**src/hdl/rqs_pkg.sv**
```systemverilog
`timescale 1ns / 1ps
// ============================================================================
// rqs_pkg - request queue scheduler shared types
// Item structs, slot/candidate structs, cell command group and codes.
// ============================================================================
package rqs_pkg;

    localparam int CONN_W     = 16;
    localparam int SIZE_W     = 32;
    localparam int MTIME_W    = 32;
    localparam int OCC_W      = 5;
    localparam int STATUS_W   = 2;
    localparam int POLICY_W   = 2;
    localparam int CFG_IDX_W  = 2;
    localparam int CFG_DATA_W = 5;

    // service policy codes (code three behaves as FIFO)
    localparam logic [POLICY_W-1:0] POL_FIFO = 2'd0;
    localparam logic [POLICY_W-1:0] POL_SFF  = 2'd1;
    localparam logic [POLICY_W-1:0] POL_RFF  = 2'd2;

    // result status codes
    localparam logic [STATUS_W-1:0] STAT_DONE  = 2'd0;
    localparam logic [STATUS_W-1:0] STAT_FULL  = 2'd1;
    localparam logic [STATUS_W-1:0] STAT_EMPTY = 2'd2;

    // operation codes
    localparam logic FN_ENQ = 1'b0;
    localparam logic FN_DEQ = 1'b1;

    // configuration register indexes
    localparam logic [CFG_IDX_W-1:0] CFG_POLICY = 2'd0;
    localparam logic [CFG_IDX_W-1:0] CFG_SLOTS  = 2'd1;

    localparam logic [CFG_DATA_W-1:0] SLOTS_RESET = 5'd16;

    typedef struct packed {
        logic               func;
        logic [CONN_W-1:0]  conn_id;
        logic [SIZE_W-1:0]  file_size;
        logic [MTIME_W-1:0] mod_time;
    } t_in_item;

    typedef struct packed {
        logic [STATUS_W-1:0] status;
        logic [CONN_W-1:0]   served_conn;
        logic [OCC_W-1:0]    occupancy;
    } t_out_item;

    typedef struct packed {
        logic [CONN_W-1:0]  conn_id;
        logic [SIZE_W-1:0]  file_size;
        logic [MTIME_W-1:0] mod_time;
    } t_slot;

    // best-so-far candidate rippling down the cell chain
    typedef struct packed {
        logic [SIZE_W-1:0] key;
        logic [CONN_W-1:0] conn_id;
        logic              found;
    } t_cand;

    // per-cycle command broadcast to every cell
    typedef struct packed {
        logic                flush;
        logic                load;
        logic                drop;
        logic                shift;
        logic [POLICY_W-1:0] policy;
    } t_cell_cmd;

    typedef enum logic [1:0] {
        S_IDLE,
        S_SCAN,
        S_SHIFT,
        S_HOLD
    } t_state;

endpackage

```
**src/hdl/rqs_cell.sv**
```systemverilog
`timescale 1ns / 1ps
// ============================================================================
// rqs_cell - one request slot of the queue chain
// Holds one slot, loads on enqueue, takes its right neighbor on gap close,
// and passes the best candidate on to the next cell each cycle.
// ============================================================================
module rqs_cell #(
    parameter int DEPTH = 16,
    parameter int IDX   = 0
) (
    input  logic                           i_clk,
    input  logic                           i_rst_n,
    input  rqs_pkg::t_cell_cmd             i_cmd,
    input  logic [$clog2(DEPTH)-1:0]       i_head,
    input  logic [$clog2(DEPTH)-1:0]       i_tail,
    input  logic [$clog2(DEPTH)-1:0]       i_target,
    input  logic [$clog2(DEPTH)-1:0]       i_last,
    input  logic [$clog2(DEPTH+1)-1:0]     i_n,
    input  logic [$clog2(DEPTH+1)-1:0]     i_span,
    input  rqs_pkg::t_slot                 i_new,
    input  rqs_pkg::t_slot                 i_nb_slot,
    input  logic                           i_nb_valid,
    input  rqs_pkg::t_cand                 i_cand,
    input  logic [$clog2(DEPTH)-1:0]       i_cand_idx,
    output rqs_pkg::t_slot                 o_slot,
    output logic                           o_valid,
    output rqs_pkg::t_cand                 o_cand,
    output logic [$clog2(DEPTH)-1:0]       o_cand_idx
);
    import rqs_pkg::*;

    localparam int IW = $clog2(DEPTH);
    localparam int NW = $clog2(DEPTH+1);
    localparam int DW = NW + 1;
    localparam logic [IW-1:0] MY_IDX = IW'(IDX);
    localparam logic [DW-1:0] MY_POS = DW'(IDX);

    t_slot           r_slot;
    logic            r_valid;
    t_cand           r_cand;
    logic [IW-1:0]   r_cand_idx;

    t_slot           n_slot;
    logic            n_valid;
    t_cand           n_cand;
    logic [IW-1:0]   n_cand_idx;

    logic            w_in_ring;
    logic [DW-1:0]   w_dist;
    logic            w_shift_me;
    logic            w_load_me;
    logic            w_elig;
    logic [SIZE_W-1:0] w_key;

    // ring distance from the removed slot, wraps modulo the ring length
    always_comb begin
        w_in_ring = MY_POS < {1'b0, i_n};
        w_dist    = MY_POS - DW'(i_target);
        if (w_dist[DW-1]) begin
            w_dist = w_dist + DW'(i_n);
        end
        w_shift_me = i_cmd.shift && w_in_ring && (w_dist < DW'(i_span));
        w_load_me  = i_cmd.load && (MY_IDX == i_tail);
    end

    // slot contents and valid
    always_comb begin
        n_slot  = r_slot;
        n_valid = r_valid;
        priority if (i_cmd.flush) begin
            n_valid = 1'b0;
        end else if (w_load_me) begin
            n_slot  = i_new;
            n_valid = 1'b1;
        end else if (w_shift_me) begin
            n_slot  = i_nb_slot;
            n_valid = i_nb_valid;
        end else if (i_cmd.shift && (MY_IDX == i_last)) begin
            n_valid = 1'b0;
        end else if (i_cmd.drop && (MY_IDX == i_target)) begin
            n_valid = 1'b0;
        end
    end

    // candidate select: smaller key wins, strict compare keeps lowest index
    always_comb begin
        w_key  = '0;
        w_elig = 1'b0;
        unique case (i_cmd.policy)
            POL_SFF: begin
                w_key  = r_slot.file_size;
                w_elig = r_valid;
            end
            POL_RFF: begin
                w_key  = ~r_slot.mod_time;
                w_elig = r_valid;
            end
            default: begin
                w_elig = r_valid && (MY_IDX == i_head);
            end
        endcase
        n_cand     = i_cand;
        n_cand_idx = i_cand_idx;
        if (w_elig && (!i_cand.found || (w_key < i_cand.key))) begin
            n_cand.key     = w_key;
            n_cand.conn_id = r_slot.conn_id;
            n_cand.found   = 1'b1;
            n_cand_idx     = MY_IDX;
        end
    end

    always_ff @(posedge i_clk) begin
        if (!i_rst_n) begin
            r_valid    <= 1'b0;
            r_cand     <= '0;
            r_cand_idx <= '0;
        end else begin
            r_valid    <= n_valid;
            r_cand     <= n_cand;
            r_cand_idx <= n_cand_idx;
        end
    end

    always_ff @(posedge i_clk) begin
        r_slot <= n_slot;
    end

    assign o_slot     = r_slot;
    assign o_valid    = r_valid;
    assign o_cand     = r_cand;
    assign o_cand_idx = r_cand_idx;

endmodule

```
**config.mk**
```make
export PLATFORM = sky130hd
export DESIGN_NAME = rqs_cell
export DESIGN_NICKNAME = d
export VERILOG_FILES = /design/src/hdl/rqs_pkg.sv /design/src/hdl/rqs_cell.sv
export SDC_FILE = /design/constraint.sdc
export NUM_CORES = 1
export LEC_CHECK = 0
export ABC_AREA = 1
export BUFFER_PORTS_ARGS = -buffer_cell sky130_fd_sc_hd__buf_2
export CAP_MARGIN = 20
export CORE_AREA = 2 2 149 151
export CTS_CLUSTER_DIAMETER = 100
export DETAILED_ROUTE_END_ITERATION = 16
export DIE_AREA = 0 0 151 153
export SLEW_MARGIN = 20
export SYNTH_ARGS = -nofsm -noshare
export SYNTH_HDL_FRONTEND = slang
export SYNTH_SLANG_ARGS = --single-unit
export TNS_END_PERCENT = 50
```
**constraint.sdc**
```tcl
create_clock -name i_clk -period 9.5 [get_ports i_clk]
set_input_delay 0 -clock i_clk [delete_from_list [all_inputs] [get_ports i_clk]]
set_output_delay 0 -clock i_clk [all_outputs]
set_load 0.01 [all_outputs]
```
### Word-level counts from Yosys, hierarchy flattened

Index checks and enable logic that the tools add are counted.

* equality and inequality tests: 2
* muxes and demuxes: 10
* shift operators: 0
* $mul: 0
* order comparisons: 3
* div/mod/pow operators: 0
* $add $sub $neg: 2
* reduce and logical (&&, ||, !) cells: 19
* bitwise gates (word level): 3

Operator list (count)
* two-way mux 80 bit: 2
* case mux 32 bit (2 select lines): 1
* two-way mux 49 bit: 1
* less-than comparator 32 bit: 1
* NOT 32 bit: 1
* logical NOT 4 bit: 4
* logical AND 1 bit: 7
* adder 6 x 5 -> 6 bit: 1
* less-than comparator 6 x 5 -> 1 bit: 1
* two-way mux 6 bit: 1
* OR reduction 2 bit: 3
* less-than comparator 1 x 5 -> 1 bit, first input constant: 1
* two-way mux 1 bit: 5
* subtractor 1 x 4 -> 5 bit, first input constant: 1
* nonzero test 4 bit: 1
* == test 2 x 1 -> 1 bit, second input constant: 1
* == test 2 bit, second input constant: 1
* NOT 1 bit: 2
* AND reduction 2 bit: 1
* nonzero test 2 bit: 1
* logical NOT 1 bit: 1
* logical OR 1 bit: 1

* latch bits: 0
* logic and storage cells: 47
* bits in registers: 134
* ROM bits: 0
* output and inout bits: 134
* RAM bits: 0
* input port bits: 248
* memories: 0

### Depth between registers and ports, before layout

Gate-level depths: netlist of the first run.

* depth after elaboration: 7
* mapped depth: 22

### Least setup slack after synthesis of the first run

OpenSTA, ideal clock, no wires.

* path kind: input port to flip-flop
* start point: in i_target[0]
* end point: reg r_slot (netlist bit o_slot[0]), enable pin
* stages: 13
* data arrival time: 5.728 ns
* data required time: 8.954 ns
* path slack: 3.227 ns
* path buffers: 0
* cell sequence: inv_2 ha_1 fa_1 a21o_1 a21oi_1 o21ai_1 a21oi_1 ha_1 inv_1 o211ai_1 nor2_1 nand3_1 a21oi_1

* longest elaborated chain between the ends: 7

Ends and longest elaborated chain
* from (decl): line rqs_cell.sv:16 `input logic [$clog2(DEPTH)-1:0] i_target,`
* subtractor 1 x 4 -> 5 bit (*): line rqs_cell.sv:58 `w_dist = MY_POS - DW'(i_target);`
* adder 6 x 5 -> 6 bit: line rqs_cell.sv:60 `w_dist = w_dist + DW'(i_n);`
* two-way mux 6 bit (*): line rqs_cell.sv:59 `if (w_dist[DW-1]) begin`
* less-than comparator 6 x 5 -> 1 bit (*): line rqs_cell.sv:62 `w_shift_me = i_cmd.shift && w_in_ring && (w_dist < DW'(i_span));`
* logical AND 1 bit (*): line rqs_cell.sv:62
* nonzero test 2 bit (no source line) (*)
* AND reduction 2 bit (no source line) (*)
* to (signal assigned): line rqs_cell.sv:125 `r_slot <= n_slot;`
* to (decl): line rqs_cell.sv:38 `t_slot r_slot;`

Every way passes the cells marked *; elsewhere a longest branch is shown, timed or not.
A chain may end at the register's enable or synchronous reset.

### Worst setup path in the final report of the first run

* start point: in i_target[0]
* end point: reg r_slot (netlist bit o_slot[9]), enable pin

The elaborated chain is that of the path after synthesis.

==> flow_summary_export.csv, run 1 <==
group,metric,value,unit
timing,drv_slew,0,
clock_network,cts_made_buffers,17,
hold_path,hp-class,"input port to register",
detailed_routing,drc_errors,0,
yosys,synth_compound_area_share,8.210,%
run_status,status,"complete, no violations",
clock_network,clk_pin_slew,0.07,ns
worst_setup_path,crit_slowest_cell,"buf_4",
detailed_routing,firstDrtPassIters,5,
layout,layout_common_cells,"buf_2 (381), dlygate4sd3_1 (216), nand2_1 (117)",
grt,grt_max_degree,99,
clock_network,clk_latency,0.42,ns
clock_network,ctsLongestPathBuffers,2,
die,die_x,151,um
clock_network,cts_htree_levels,4,
die,rows,54,
worst_setup_path,end_kind,"register",
layout,layout.nets,1679,
grt,grt_pass1_wl,40570,um
yosys,synth_cell_types,34,
yosys,synth_top_family_by_area,"simple AND/OR/NAND/NOR gates",
yosys,synthMuxAreaShare,12.14,%
clock_network,cts_tree,"done",
die,start_util,34.54,%
timing,tns,0,ns
clock_network,cts_repair_resize_count,0,
grt,grt_pass1_vias,8071,
clock_network,cts_sinks,134,
power,pwr-share-seq,39.7,%
layout,layout.cells.non_filler,1680,
detailed_routing,viasPerCell,4.652,
detailed_routing,drt-wirelength-per-cell,15.59,um
worst_setup_path,critPathBufInv,5,
worst_setup_path,crit_arrival,3.47,ns
timing,final_hold_viol_count,0,
layout,nFillCells,1910,
timing,worst_pin_slew,1.044,ns
worst_setup_path,cp_top_family,"compound AO/OA/AOI/OAI gates",
power,p_sw,470.8,uW
power,power_density,141.6,nW/um^2
power,swShare,26.99,%
layout,seqCellArea,3483,sq um
yosys,syn_inst,811,
timing,setup_viol,0,
placed_design,portBuffers,381,
power,pwr-share-clk,38.7,%
grt,grt_antenna_before_repair,0,
detailed_routing,wl,26190,um
yosys,synth_xor_area_share,0.4720,%
die,die_area,23100,sq um
worst_setup_path,worstPathCellList,"buf_2, inv_2, ha_1, fa_1, a21o_1, a21oi_1, o21ai_1, a21oi_1, ha_1, inv_1, o211ai_1, nor2_1, nand3_1, a21oi_4, buf_16, buf_4",
detailed_routing,drtIter0Drc,325,
detailed_routing,vias,7816,
yosys,synthAdderAreaFrac,7.519,%
layout,multi_input_area,3362,sq um
grt,track_usage,22.51,%
placed_design,routabilityCongestion,0.8639,
grt,gr-total-overflow,0,
yosys,ys_seq_elements,134,
timing,final.period_utilization,35.98,%
power,p_int,1.274,mW
power,p_leak,5.800,nW
timing,min_period,3.418,ns
detailed_routing,ant_nets,0,
layout,area_growth_syn_to_layout,65.96,%
power,peakVddDrop,0.00009967,V
worst_setup_path,startpoint_type,"input port",
worst_setup_path,cp.required,9.55,ns
placed_design,dp_hpwl,17230,um
clock_network,cts.root.buffer_cell,"clkbuf_16",
layout,layout_commonest_cell,"buf_2",
yosys,ys_warn_count,0,
yosys,synth_fp_nets,1103,
yosys,yosys.area_share.simple,16.47,%
yosys,avgSynthCellArea,9.152,sq um
die,core_area,21490,sq um
worst_setup_path,max_stage_delay,0.53,ns
timing,fmaxAchievable,292.5,MHz
layout,diodes,0,
timing,max_slew_margin,30.42,%
power,comb_power_share,21.7,%
die,die_h,153,um
layout,drive_gt1_share,31.14,%
yosys,netlist_area,7422,sq um
placed_design,dp_cells,1431,
worst_setup_path,cp_max_fo,46,
worst_setup_path,critPathKind,"input port to register",
die,ioPinCount,382,
timing,grt_setup_unrepaired,"no",
flow_run,maxCapViolCount,0,
timing,skew,0.01405,ns
yosys,ys_seq_area_share,46.93,%
-- synth_stat cells --
library cell	count	area share, %
clkbuf_1	32	1.6
buf_2	7	0.47
nor4_1	3	0.25
mux2_1	70	11
buf_4	2	0.20
a21o_1	1	0.10
a211oi_1	1	0.10
nand2_2	1	0.084
dfxtp_1	54	15
inv_2	6	0.30
buf_1	1	0.051
fa_1	1	0.27
nand3_1	53	3.6
nor3_1	1	0.067
buf_6	3	0.46
a221oi_1	1	0.12
or4_1	2	0.20
a41oi_1	1	0.12
edfxtp_1	80	32
a21oi_2	1	0.12
mux2_2	10	1.5
o211ai_1	3	0.30
a21oi_1	101	6.8
xnor2_1	3	0.35
xor2_1	1	0.12
nand4_1	4	0.34
nor2_1	65	3.3
or2_1	32	2.7
nand2_1	118	6.0
inv_1	78	3.9
ha_1	43	7.2
o21ai_0	2	0.13
o21ai_1	6	0.40
clkinv_1	24	1.2
-- worst paths after layout --
path / start / to / slack, ns / cells past startpoint
worst min-delay path: i_cmd[2] / o_slot[13] / 0.21 / 3
worst max register to register: o_slot[15] / o_cand[8] / 6.31 / 13
worst max-delay path: i_target[0] / o_slot[9] / 6.08 / 16
worst min register to register: o_slot[78] / o_cand[15] / 0.58 / 4
-- through the flow --
step                power [mW]  hold WS (ns)  instance area, sq um  util (%)  setup slack (ns)
finish                   1.744        0.2114                 12320     57.33             6.082
global placement        0.9982        0.2169                  9538     44.39             5.385
floorplan               0.8627        0.1122                  7422         -             3.227
global route             1.830        0.2119                 12320     57.33             5.864
detailed placement       1.004        0.2237                  9538     44.39             5.242
CTS                      1.759        0.1804                 12290     57.20             5.700
-- layout make-up --
cell class                      instances  share of cell area, %
Clock buffer                           19                  3.514
Clock inverter                         13                  1.280
Inverter                              108                  3.291
Multi-Input combinational cell        524                  27.29
Sequential cell                       134                  28.28
Tap cell                              280                  2.844
Timing Repair Buffer                  602                  33.50
-- metal layers --
| metal | share of wire, % | up-vias | track usage, % |
|---|---|---|---|
| li1 | - | 3861 | - |
| met1 | 39 | 3601 | 24.94 |
| met2 | 52 | 301 | 40.91 |
| met3 | 6.2 | 53 | 5.582 |
| met4 | 3.3 | 0 | 8.767 |
| met5 | 0 | - | 0 |
-- sequential cells by signal (all words and copies together) (netlist names) --
signal,flops
o_cand,49
o_cand_idx,4
o_slot,80
o_valid,1
-- worst register-to-register path: stages (launching register included) --
cell and delay [ns]:
edfxtp_1 0.40, or2_1 0.24, a21oi_1 0.25, ha_1 0.31, a21oi_1 0.20, o21ai_0 0.12
a41oi_1 0.17, nand2_1 0.12, nand2_1 0.07, nand2_1 0.08, nand2_4 0.72, nand3_1 0.22
nand2_1 0.13, nor2_1 0.05
-- power by group through the flow --
stage / combinational [mW] / clock [mW] / sequential [mW]
final: 0.378 / 0.675 / 0.692
after global routing: 0.417 / 0.715 / 0.697
after CTS: 0.373 / 0.694 / 0.692
after detailed placement: 0.300 / 0 / 0.704
after global placement: 0.296 / 0 / 0.703
after floorplan: 0.133 / 0 / 0.730
-- repair_timing --
item,in CTS,in global routing
hold buffers,216,0
buffers inserted,0,0
hold endpoints to repair,134,0
-- cell families after synthesis --
group | count (synthesis)
xor gates and xnor gates | 4
AOI/OAI and AO/OA | 117
adders and majority gates | 44
and+or+nand+nor | 279
DFF | 134
buffers and inverters | 153
muxes | 80
Note: power is estimated with default switching activity, not from simulation.
==> run 2: changes to the inputs <==
--- a/config.mk
+++ b/config.mk
@@ -8,10 +8,11 @@
 export ABC_AREA = 1
 export BUFFER_PORTS_ARGS = -buffer_cell sky130_fd_sc_hd__buf_2
 export CAP_MARGIN = 20
-export CORE_AREA = 2 2 149 151
+export CORE_AREA = 2 2 146 148
 export CTS_CLUSTER_DIAMETER = 100
 export DETAILED_ROUTE_END_ITERATION = 16
-export DIE_AREA = 0 0 151 153
+export DIE_AREA = 0 0 148 150
+export PLACE_DENSITY = 0.66
 export SLEW_MARGIN = 20
 export SYNTH_ARGS = -nofsm -noshare
 export SYNTH_HDL_FRONTEND = slang
==> constraint.sdc (replaced) <==
create_clock -name i_clk -period 3.39 [get_ports i_clk]
set_input_delay 0 -clock i_clk [delete_from_list [all_inputs] [get_ports i_clk]]
set_output_delay 0 -clock i_clk [all_outputs]
set_load 0.01 [all_outputs]
==> run 2 against run 1 <==
  * Utilization grew 3.0 points
  * Combinational power grew to 2.9 times the previous value
  * Critical path depth rose by 2
  * Count of clock-buffer cells in the layout is the same
==> flow_summary_export.csv, run 2 (synthesis results as in run 1) <==
group,metric,value,unit
worst_setup_path,max_stage_delay,0.57,ns
placed_design,routabilityCongestion,0.8439,
clock_network,cts_htree_levels,4,
grt,grt_pass1_vias,7778,
detailed_routing,drt-wirelength-per-cell,16.04,um
power,p_leak,5.885,nW
worst_setup_path,cp.required,3.68,ns
detailed_routing,drc_errors,0,
die,ioPinCount,382,
timing,max_slew_margin,29.22,%
worst_setup_path,cp_top_family,"buffers and inverters",
timing,fmaxAchievable,320.3,MHz
clock_network,ctsLongestPathBuffers,2,
layout,largest_reg_flops,80,
hold_path,hp-class,"input port to register",
timing,holdWs,0.2698,ns
worst_setup_path,critPathBufInv,4,
hold_path,hold_start,"i_cmd[1]",
worst_setup_path,cp_max_fo,4,
detailed_routing,vias,7857,
die,core_area,20690,sq um
power,p_int,3.683,mW
clock_network,clk_latency,0.41,ns
layout,drive_gt1_share,31.79,%
clock_network,clk_pin_slew,0.06,ns
die,die_h,150,um
detailed_routing,viasPerCell,4.674,
placed_design,dp_cells,1433,
worst_setup_path,startpoint_type,"input port",
timing,min_period,3.122,ns
timing,final.period_utilization,92.10,%
grt,gr-total-overflow,0,
detailed_routing,ant_nets,0,
power,power_density,402.2,nW/um^2
detailed_routing,firstDrtPassIters,5,
power,comb_power_share,21.7,%
grt,track_usage,23.09,%
worst_setup_path,crit_slowest_cell,"dlygate4sd3_1",
worst_setup_path,crit_arrival,3.41,ns
timing,finalWorstSetupSlack,0.2677,ns
worst_setup_path,worstSetupStartpoint,"i_target[0]",
power,pwr-share-seq,38.7,%
layout,diodes,0,
layout,final_area,12480,sq um
timing,tns,0,ns
layout,layout_common_cells,"buf_2 (381), dlygate4sd3_1 (216), nand2_1 (117)",
die,rows,53,
worst_setup_path,end_kind,"register",
layout,layout.nets,1685,
grt,grt_max_degree,99,
timing,drv_slew,0,
flow_run,maxCapViolCount,0,
timing,grt_setup_unrepaired,"no",
placed_design,dpl_worst_slack,0.2282,ns
timing,setup_viol,0,
clock_network,cts_made_buffers,17,
worst_setup_path,critPathKind,"input port to register",
die,start_util,35.87,%
grt,grt_antenna_before_repair,0,
power,peakVddDrop,0.0003334,V
layout,layout_commonest_cell,"buf_2",
placed_design,dpl_cell_area,9699,sq um
timing,final_hold_viol_count,0,
placed_design,dp_hpwl,17520,um
power,finalPower,5.021,mW
placed_design,portBuffers,381,
timing,skew,0.01544,ns
power,swShare,26.64,%
grt,grt_pass1_wl,39950,um
run_status,status,"complete, no violations",
detailed_routing,wl,26970,um
layout,final_util,60.34,%
layout,area_growth_syn_to_layout,68.21,%
die,die_area,22200,sq um
power,pwr-share-clk,39.6,%
timing,worst_pin_slew,1.062,ns
detailed_routing,drtIter0Drc,386,
die,die_x,148,um
clock_network,cts.root.buffer_cell,"clkbuf_16",
worst_setup_path,rr_startpoint,"o_slot[7]",
clock_network,cts_sinks,134,
power,p_sw,1.338,mW
worst_setup_path,worstPathCellList,"buf_2, inv_12, ha_4, xnor2_2, ha_1, a21oi_1, nand2_1, xnor2_1, o21ai_1, ha_1, a21oi_1, o211ai_1, nor2_1, nand3_2, o21ai_1, dlygate4sd3_1, nor2_1, dlygate4sd3_1",
clock_network,cts_tree,"done",
layout,layout.cells.non_filler,1681,
==> run 2: changes by cell type in the layout (fill, tap and decap cells not counted), sizes merged <==
cell,previous run,this run
buf,386,392
bufinv,3,4
clkinv,29,30
clkinvlp,5,2
inv,84,85
==> run 2: cell type report <==
| class | instances | area [sq um] |
|---|---|---|
| clock buffer | 19 | 442.9 |
| sequential | 134 | 3483 |
| tap | 275 | 344.1 |
| inverter | 108 | 422.9 |
| multi-input combinational | 524 | 3385 |
| fill | 1694 | 8205 |
| timing repair buffer | 608 | 4227 |
| clock inverter | 13 | 180.2 |
==> run 2: routing by layer <==
metal,track usage (%),wire [um],up-vias
met3,6.006,1927,62
met1,25.78,10450,3574
li1,-,-,3867
met5,0,0,-
met4,9.143,912,0
met2,41.92,13680,354
==> run 2: worst paths after layout <==
| kind | end | slack [ns] | cells past startpoint |
|---|---|---|---|
| max | o_valid | 0.27 | 18 |
| min | o_cand[17] | 0.27 | 8 |
| max reg2reg | o_cand[37] | 0.45 | 16 |
| min reg2reg | o_cand[15] | 0.59 | 4 |
==> run 2: power by group through the flow <==
| stage | registers, mW | logic [mW] | clock network, mW |
|---|---|---|---|
| 2_1_floorplan | 2.04 | 0.379 | 0 |
| 3_3_place_gp | 1.97 | 0.849 | 0 |
| 3_5_place_dp | 1.98 | 0.866 | 0 |
| 4_1_cts | 1.94 | 1.07 | 2.01 |
| 5_1_grt | 1.96 | 1.19 | 2.08 |
| 6_report | 1.94 | 1.09 | 1.99 |
==> run 2: repair_timing <==
action / CTS / global route
buffers inserted: 0 / 0
hold endpoints to repair: 134 / 0
hold buffers: 216 / 0
gates resized for setup: 0 / 0
==> run 2: tightest hold or removal path, stage by stage <==
cell,delay (ns)
buf_2,0.10
ha_1,0.18
nand2_1,0.06
nand2_1,0.05
nand2_1,0.06
nand3_1,0.08
nand2_1,0.04
nor2_1,0.07
==> run 3: changes to the inputs <==
--- a/config.mk
+++ b/config.mk
@@ -6,13 +6,16 @@
 export NUM_CORES = 1
 export LEC_CHECK = 0
 export ABC_AREA = 1
-export BUFFER_PORTS_ARGS = -buffer_cell sky130_fd_sc_hd__buf_2
 export CAP_MARGIN = 20
-export CORE_AREA = 2 2 146 148
+export CELL_PAD_IN_SITES_DETAIL_PLACEMENT = 1
+export CELL_PAD_IN_SITES_GLOBAL_PLACEMENT = 2
+export CORE_ASPECT_RATIO = 2
+export CORE_MARGIN = 1.5
+export CORE_UTILIZATION = 35
 export CTS_CLUSTER_DIAMETER = 100
 export DETAILED_ROUTE_END_ITERATION = 16
-export DIE_AREA = 0 0 148 150
-export PLACE_DENSITY = 0.66
+export DONT_BUFFER_PORTS = 1
+export PLACE_DENSITY_LB_ADDON = 0.1
 export SLEW_MARGIN = 20
 export SYNTH_ARGS = -nofsm -noshare
 export SYNTH_HDL_FRONTEND = slang
==> run 3 against run 2 <==
  * The run now fails in clock tree synthesis
  * Area after synthesis unchanged
  * Synthesized cell count stayed put
==> flow_summary_export.csv, run 3 <==
group,metric,value,unit
run_status,status,"stopped before the end",
run_status,lastStage,"clock tree synthesis",
run_status,error_line,"[ERROR RSZ-0060] Max buffer count reached.",
yosys,synth_area_leaders,"edfxtp_1 (32%), dfxtp_1 (15%), mux2_1 (11%)",
die,rows,75,
yosys,ys_seq_area_share,46.93,%
placed_design,portBuffers,0,
die,die_h,208.9,um
yosys,synth_top_cell_by_area,"edfxtp_1",
yosys,netlist_area,7422,sq um
clock_network,cts_htree_levels,4,
yosys,yosysMostFrequentCell,"nand2_1",
yosys,synth_fp_nets,1103,
clock_network,cts_repair_resize_count,0,
yosys,synth_top_area_share,32.37,%
clock_network,cts.root.buffer_cell,"clkbuf_16",
die,start_util,35.47,%
placed_design,dpl_cell_area,7765,sq um
die,die_x,106.0,um
placed_design,dp_hpwl,17350,um
clock_network,cts_made_buffers,17,
yosys,synth.top_cells.by_count,"nand2_1 (118), a21oi_1 (101), edfxtp_1 (80)",
yosys,ys_warn_count,0,
yosys,synth_edf_count,80,
yosys,async_flop_share,0,%
die,ioPinCount,382,
yosys,synth-main-ff-cell,"edfxtp_1",
clock_network,cts_sinks,134,
yosys,synth_cell_types,34,
placed_design,routabilityCongestion,0.7798,
clock_network,ctsLongestPathBuffers,2,
yosys,syn_inst,811,
yosys,avgSynthCellArea,9.152,sq um
clock_network,postCtsSetupRepairBufs,0,
yosys,ys_seq_elements,134,
clock_network,cts_hold_buf,217,
## run 3: cells by family after synthesis
family,count (synthesis),share of synthesized area (%)
simple gates,279,16.47
buf+inv,153,8.260
flops,134,46.93
compound gates,117,8.210
mux,80,12.14
fa+ha+maj,44,7.519
xor+xnor,4,0.4721
## run 3: metrics by stage
stage          util (%)  setup slack (ns)  std cells
3_5_place_dp      37.11            0.3765       1045
2_1_floorplan         -           -0.1537        811
3_3_place_gp      37.11            0.5369       1045
==> run 4: changes to the inputs <==
==> config.mk (replaced) <==
export PLATFORM = sky130hd
export DESIGN_NAME = rqs_cell
export DESIGN_NICKNAME = d
export VERILOG_FILES = /design/src/hdl/rqs_pkg.sv /design/src/hdl/rqs_cell.sv
export SDC_FILE = /design/constraint.sdc
export NUM_CORES = 1
export LEC_CHECK = 0
export ABC_AREA = 1
export CAP_MARGIN = 20
export CORE_AREA = 2 2 148 150
export DETAILED_ROUTE_END_ITERATION = 16
export DIE_AREA = 0 0 150 152
export DONT_BUFFER_PORTS = 1
export PLACE_DENSITY_LB_ADDON = 0.15
export SLEW_MARGIN = 20
export SYNTH_ARGS = -nofsm -noshare
export SYNTH_HDL_FRONTEND = slang
export SYNTH_SLANG_ARGS = --single-unit
export TNS_END_PERCENT = 50
==> run 4 against run 3 <==
  * The run again fails in clock tree synthesis
  * Synthesized cell count is the same
  * Area after synthesis is the same
==> flow_summary_export.csv, run 4 <==
group,metric,value,unit
yosys,ys_warn_count,0,
yosys,ys_seq_elements,134,
yosys,synth_top_cell_by_area,"edfxtp_1",
clock_network,cts_hold_buf,218,
clock_network,ctsLongestPathBuffers,2,
die,die_h,152,um
placed_design,dpl_cell_area,7766,sq um
yosys,synth_area_leaders,"edfxtp_1 (32%), dfxtp_1 (15%), mux2_1 (11%)",
die,start_util,34.76,%
yosys,synth-main-ff-cell,"edfxtp_1",
clock_network,cts.root.buffer_cell,"clkbuf_16",
clock_network,cts_htree_levels,4,
clock_network,cts_made_buffers,17,
yosys,ys_seq_area_share,46.93,%
yosys,synth.top_cells.by_count,"nand2_1 (118), a21oi_1 (101), edfxtp_1 (80)",
clock_network,postCtsSetupRepairBufs,0,
placed_design,portBuffers,0,
clock_network,cts_repair_resize_count,0,
placed_design,dp_hpwl,16190,um
yosys,yosysMostFrequentCell,"nand2_1",
run_status,lastStage,"clock tree synthesis",
die,ioPinCount,382,
yosys,synth_cell_types,34,
run_status,error_line,"[ERROR RSZ-0060] Max buffer count reached.",
yosys,synth_top_area_share,32.37,%
yosys,avgSynthCellArea,9.152,sq um
die,rows,54,
yosys,netlist_area,7422,sq um
yosys,async_flop_share,0,%
run_status,status,"stopped before the end",
placed_design,routabilityCongestion,0.8175,
yosys,syn_inst,811,
yosys,synth_fp_nets,1103,
yosys,synth_edf_count,80,
clock_network,cts_sinks,134,
die,die_x,150,um
-- run 4: cell counts after synthesis --
No cell type changed its count.
-- run 4: per-stage QoR --
stage	setup TNS [ns]	setup WS [ns]	util, %	cells
after floorplan	-12.30	-0.1537	-	811
after global placement	0	0.5531	36.37	1056
after detailed placement	0	0.5019	36.37	1056
-- run 4: cells by family after synthesis --
group / share of synthesized area (%)
buffers and inverters: 8.260
AO/OA/AOI/OAI: 8.210
AND/OR/NAND/NOR: 16.47
XOR/XNOR: 0.4721
multiplexers: 12.14
adder cells (fa/ha/maj): 7.519
flip-flops: 46.93
